==> src/hdl/seird_pkg.sv <==
// shared types, constants and arithmetic helpers for the seasonal seir derivative block
package seird_pkg;

    // operand and result widths
    localparam int CNT_W        = 32;
    localparam int OUT_W        = 40;
    localparam int DIFF_W       = 66;

    // pipelined long division lengths (bit steps)
    localparam int DIV1_STEPS   = 64;
    localparam int DIV2_STEPS   = 62;
    localparam int INF_TOP_W    = 20;
    localparam int PROD_W       = 98;
    localparam int SCALED_W     = PROD_W - 16;

    // cordic
    localparam int CORDIC_STEPS = 16;
    localparam int CORDIC_W     = 34;
    localparam int CORDIC_LAT   = CORDIC_STEPS + 2;

    typedef logic signed [CORDIC_W-1:0] t_cordic;

    localparam t_cordic CORDIC_GAIN = 34'sd652032874;

    // radians to turns, unsigned q0.32
    localparam logic [29:0] INV_TWO_PI = 30'd683565276;

    // configuration register indexes
    typedef enum logic [2:0] {
        REG_CONTACT_RATE_MEAN = 3'd0,
        REG_FORCING_AMPLITUDE = 3'd1,
        REG_FORCING_PERIOD    = 3'd2,
        REG_FORCING_PHASE     = 3'd3,
        REG_BIRTH_DEATH_RATE  = 3'd4,
        REG_INCUBATION_RATE   = 3'd5,
        REG_RECOVERY_RATE     = 3'd6,
        REG_POPULATION_SIZE   = 3'd7
    } t_cfg_reg;

    // arctangent table in q0.32 turns
    function automatic t_cordic atan_turns(input logic [3:0] idx);
        t_cordic a;
        case (idx)
            4'd0:    a = 34'sd536870912;
            4'd1:    a = 34'sd316933406;
            4'd2:    a = 34'sd167458907;
            4'd3:    a = 34'sd85004756;
            4'd4:    a = 34'sd42667331;
            4'd5:    a = 34'sd21354465;
            4'd6:    a = 34'sd10679838;
            4'd7:    a = 34'sd5340245;
            4'd8:    a = 34'sd2670163;
            4'd9:    a = 34'sd1335087;
            4'd10:   a = 34'sd667544;
            4'd11:   a = 34'sd333772;
            4'd12:   a = 34'sd166886;
            4'd13:   a = 34'sd83443;
            4'd14:   a = 34'sd41722;
            default: a = 34'sd20861;
        endcase
        return a;
    endfunction

    // one restoring division step: returns {quotient bit, new remainder}
    function automatic logic [CNT_W:0] div_step(input logic [CNT_W-1:0] rem,
                                                input logic b,
                                                input logic [CNT_W-1:0] d);
        logic [CNT_W:0] sh;
        logic [CNT_W:0] diff;
        sh   = {rem, b};
        diff = sh - {1'b0, d};
        if (sh >= {1'b0, d}) begin
            return {1'b1, diff[CNT_W-1:0]};
        end else begin
            return {1'b0, sh[CNT_W-1:0]};
        end
    endfunction

endpackage

==> src/hdl/seird_cordic.sv <==
// pipelined cordic cosine, one rotation per stage, result negated on fold
module seird_cordic (
    input  logic              i_clk,
    input  seird_pkg::t_cordic i_angle,
    input  logic              i_fold,
    output seird_pkg::t_cordic o_cos
);
    import seird_pkg::*;

    t_cordic r_x    [0:CORDIC_STEPS];
    t_cordic r_y    [0:CORDIC_STEPS];
    t_cordic r_z    [0:CORDIC_STEPS];
    logic    r_fold [0:CORDIC_STEPS];
    t_cordic r_cos;

    // rotation stages
    always_ff @(posedge i_clk) begin
        r_x[0]    <= CORDIC_GAIN;
        r_y[0]    <= '0;
        r_z[0]    <= i_angle;
        r_fold[0] <= i_fold;
        for (int k = 0; k < CORDIC_STEPS; k++) begin
            r_fold[k+1] <= r_fold[k];
            if (!r_z[k][CORDIC_W-1]) begin
                r_x[k+1] <= r_x[k] - (r_y[k] >>> k);
                r_y[k+1] <= r_y[k] + (r_x[k] >>> k);
                r_z[k+1] <= r_z[k] - atan_turns(4'(k));
            end else begin
                r_x[k+1] <= r_x[k] + (r_y[k] >>> k);
                r_y[k+1] <= r_y[k] - (r_x[k] >>> k);
                r_z[k+1] <= r_z[k] + atan_turns(4'(k));
            end
        end
        r_cos <= r_fold[CORDIC_STEPS] ? -r_x[CORDIC_STEPS] : r_x[CORDIC_STEPS];
    end

    assign o_cos = r_cos;

endmodule

==> config.mk <==
export PLATFORM = sky130hd
export DESIGN_NAME = seird_cordic
export DESIGN_NICKNAME = d
export VERILOG_FILES = /design/src/hdl/seird_pkg.sv /design/src/hdl/seird_cordic.sv
export SDC_FILE = /design/constraint.sdc
export NUM_CORES = 2
export LEC_CHECK = 0
export BUFFER_PORTS_ARGS = -buffer_cell sky130_fd_sc_hd__buf_2
export CAP_MARGIN = 5
export CORE_ASPECT_RATIO = 0.5
export CORE_MARGIN = 5
export CORE_UTILIZATION = 52
export DETAILED_ROUTE_END_ITERATION = 10
export GPL_TIMING_DRIVEN = 0
export PLACE_DENSITY = 0.67
export SLEW_MARGIN = 10
export SYNTH_ARGS = -nofsm -noshare
export SYNTH_HDL_FRONTEND = slang
export SYNTH_SLANG_ARGS = --single-unit
export TNS_END_PERCENT = 10
==> constraint.sdc <==
create_clock -name i_clk -period 8.7 [get_ports i_clk]
set_input_delay 0.435 -clock i_clk [delete_from_list [all_inputs] [get_ports i_clk]]
set_output_delay 0.435 -clock i_clk [all_outputs]
set_load 0.1 [all_outputs]
==> results.cfg <==
[status]
status = completed

[placement]
placed_area_um2 = 111000
gp_congestion = 0.949
pre_cts_ws_ns = 2.41
dp_hpwl_um = 218000
port_buffers = 69

[floorplan]
start_util_pct = 52.4
rows = 117
die_h_um = 330
fp.coreArea_um2 = 204000
chipWidth_um = 651
die-area_um2 = 215000
io_pins = 70

[global_routing]
grt_antenna_before_repair = 2
grt_pass1_vias = 83200
grt_first_pass_wirelength_um = 430000
grt_max_degree = 32
grt-ovfl-total = 0
grt_usage_pct = 24.1

[timing]
post-route-period-util_pct = 77.4
final-hold-violation-count = 0
min_period_ns = 6.73
fin_skew_ns = 0.0590
slew_headroom_pct = 16.3
finalSetupViolations = 0
max_slew.worst_pin.slew_ns = 1.25
slew_violations = 0
worst_slack_ns = 1.97
setup_tns_ns = 0
grt_setup_unrepaired = no
max_freq_ghz = 0.148

[clock_tree]
clk_pin_slew_worst_paths_ns = 0.07
clockBufferDepth = 4
ctsHtreeMaxLevel = 4
cts.sink_count = 1507
cts_buffers = 154
cts_root_buf = clkbuf_16
cts_tree = built
post_cts_resized = 0
clock_latency_ns = 0.84

[routing]
routed_wirelength_um = 269000
via_per_inst = 5.63
drt-initial-drc-count = 5103
wl_per_cell_um = 17.3
first_pass_iters = 7
num_vias = 87400
drc = 0
ant_nets = 0

[worst_hold_path]
hp-class = input port to flop
min_from = i_angle[18]

[setup_path]
slowest_delay_ns = 1.08
cp_num_buf_inv = 3
required_ns = 9.40
crit_chain = clkbuf_1 > clkbuf_1 > clkinv_1 > o21ai_0 > xnor2_1 > ha_1 > a2111oi_0 > o21ai_0 > a31oi_1 > o2111ai_1 > a21o_1 > a31o_2 > a221oi_1 > a211o_1 > o21bai_1 > a21oi_1 > xnor2_1
startpoint = r_z[13][33]
rr_startpoint = r_z[13][33]
critical_path.top_delay_family = compound AO/OA/AOI/OAI gates
critPathCaptureType = flop
arrival_ns = 7.43
critPathKind = flop to flop
cp-start-kind = flop
worst_path_max_delay_cell = clkinv_1
cp_max_fo = 28

[cells_and_area]
final_cell_area_um2 = 116000
nets = 14100
drive_above_1_share_pct = 3.61
seqCellArea_um2 = 30200
fin_util_pct = 56.8
fillCellCount = 18600
multi_input_area_um2 = 74000
area_delta_synth_final_pct = 8.53

[synthesis]
synth_top_area_share_pct = 28.2
netlist_instances = 12400
synth_top_cell_by_area = dfxtp_1
synth_area_leaders = dfxtp_1, ha_1, xnor2_1
ys.flop_type = dfxtp_1
yosysSeqAreaShare_pct = 28.2
async_flop_share_pct = 0
synth.distinct_cells = 98
synth.avg_cell_area_um2 = 8.60
synth_area_um2 = 107000
yosysMostFrequentCell = dfxtp_1
synth-edff-count = 0
synth_common_cells = dfxtp_1, a21oi_1, ha_1
syn-num-nets = 13900
ys_ff_latch = 1507
yosysWarnings = 0

[job]
drv_cap = 0
-- state kept, by name, indices dropped and copies added, names as in the netlist --
register and flops:
r_z 510, o_cos 34, r_y 462, r_x 484, r_fold 17
-- through the flow --
step	instances	hold slack (ns)
after detailed placement	15200	0.312
after floorplan	12400	0.310
final	15500	0.248
after global placement	15200	0.309
after global routing	15500	0.222
after CTS	15500	0.205
-- metal layers --
| metal | vias to the layer above | part of all wire, % | global-route usage [%] | wire (um) |
|---|---|---|---|---|
| met1 | 39800 | 46 | 30.6 | 123000 |
| met2 | 1764 | 46 | 41.7 | 123000 |
| li1 | 45200 | - | - | - |
| met3 | 566 | 3.6 | 2.66 | 9570 |
| met4 | 0 | 4.8 | 10.4 | 12800 |
| met5 | - | 0 | 0 | 0 |
-- timing repair --
item	4_1_cts	5_1_grt
hold buffers	35	0
hold endpoints to repair	35	0
setup buffers	0	0
-- final cells by class --
| class | count | share of cell area [%] |
|---|---|---|
| Clock buffer | 223 | 3.84 |
| Timing Repair Buffer | 104 | 0.600 |
| Clock inverter | 41 | 0.453 |
| Inverter | 525 | 1.70 |
| Antenna cell | 2 | 0.00432 |
| Sequential cell | 1507 | 26.0 |
| Tap cell | 2737 | 2.95 |
| Buffer | 176 | 0.576 |
| Multi-Input combinational cell | 10200 | 63.8 |
-- placed cells by master, fill, tap and decap left out, drive strengths merged, types with 158 or more instances in the layout --
cell type / n
xor2: 612
nor2b: 172
clkbuf: 369
a21oi: 1402
inv: 528
nand2: 540
xnor2: 1184
a21o: 660
nor2: 1081
nor3: 288
nand2b: 205
o21a: 234
o21bai: 164
nand3: 158
ha: 1366
dfxtp: 1507
o21ai: 589
-- worst paths after layout --
kind	to	slack (ns)	cells after the start
worst min-delay path	r_z[0][18]	0.25	2
worst max-delay path	r_x[14][30]	1.97	17
worst max register to register	r_x[14][30]	1.97	17
worst min register to register	r_z[11][1]	0.31	0
-- kinds of logic after synthesis --
kind of cell,Yosys count,share of synthesized area (%)
flip-flops,1507,28.2
multiplexers,113,1.12
buffers and inverters,701,2.47
AND/OR/NAND/NOR,3021,13.6
XOR/XNOR,1796,14.7
AO/OA/AOI/OAI,3868,23.0
adder cells (fa/ha/maj),1408,16.8
Power is left out: the tool's default activity adds up to more than one toggle a clock period on the data nets, which glitch-free logic cannot reach.
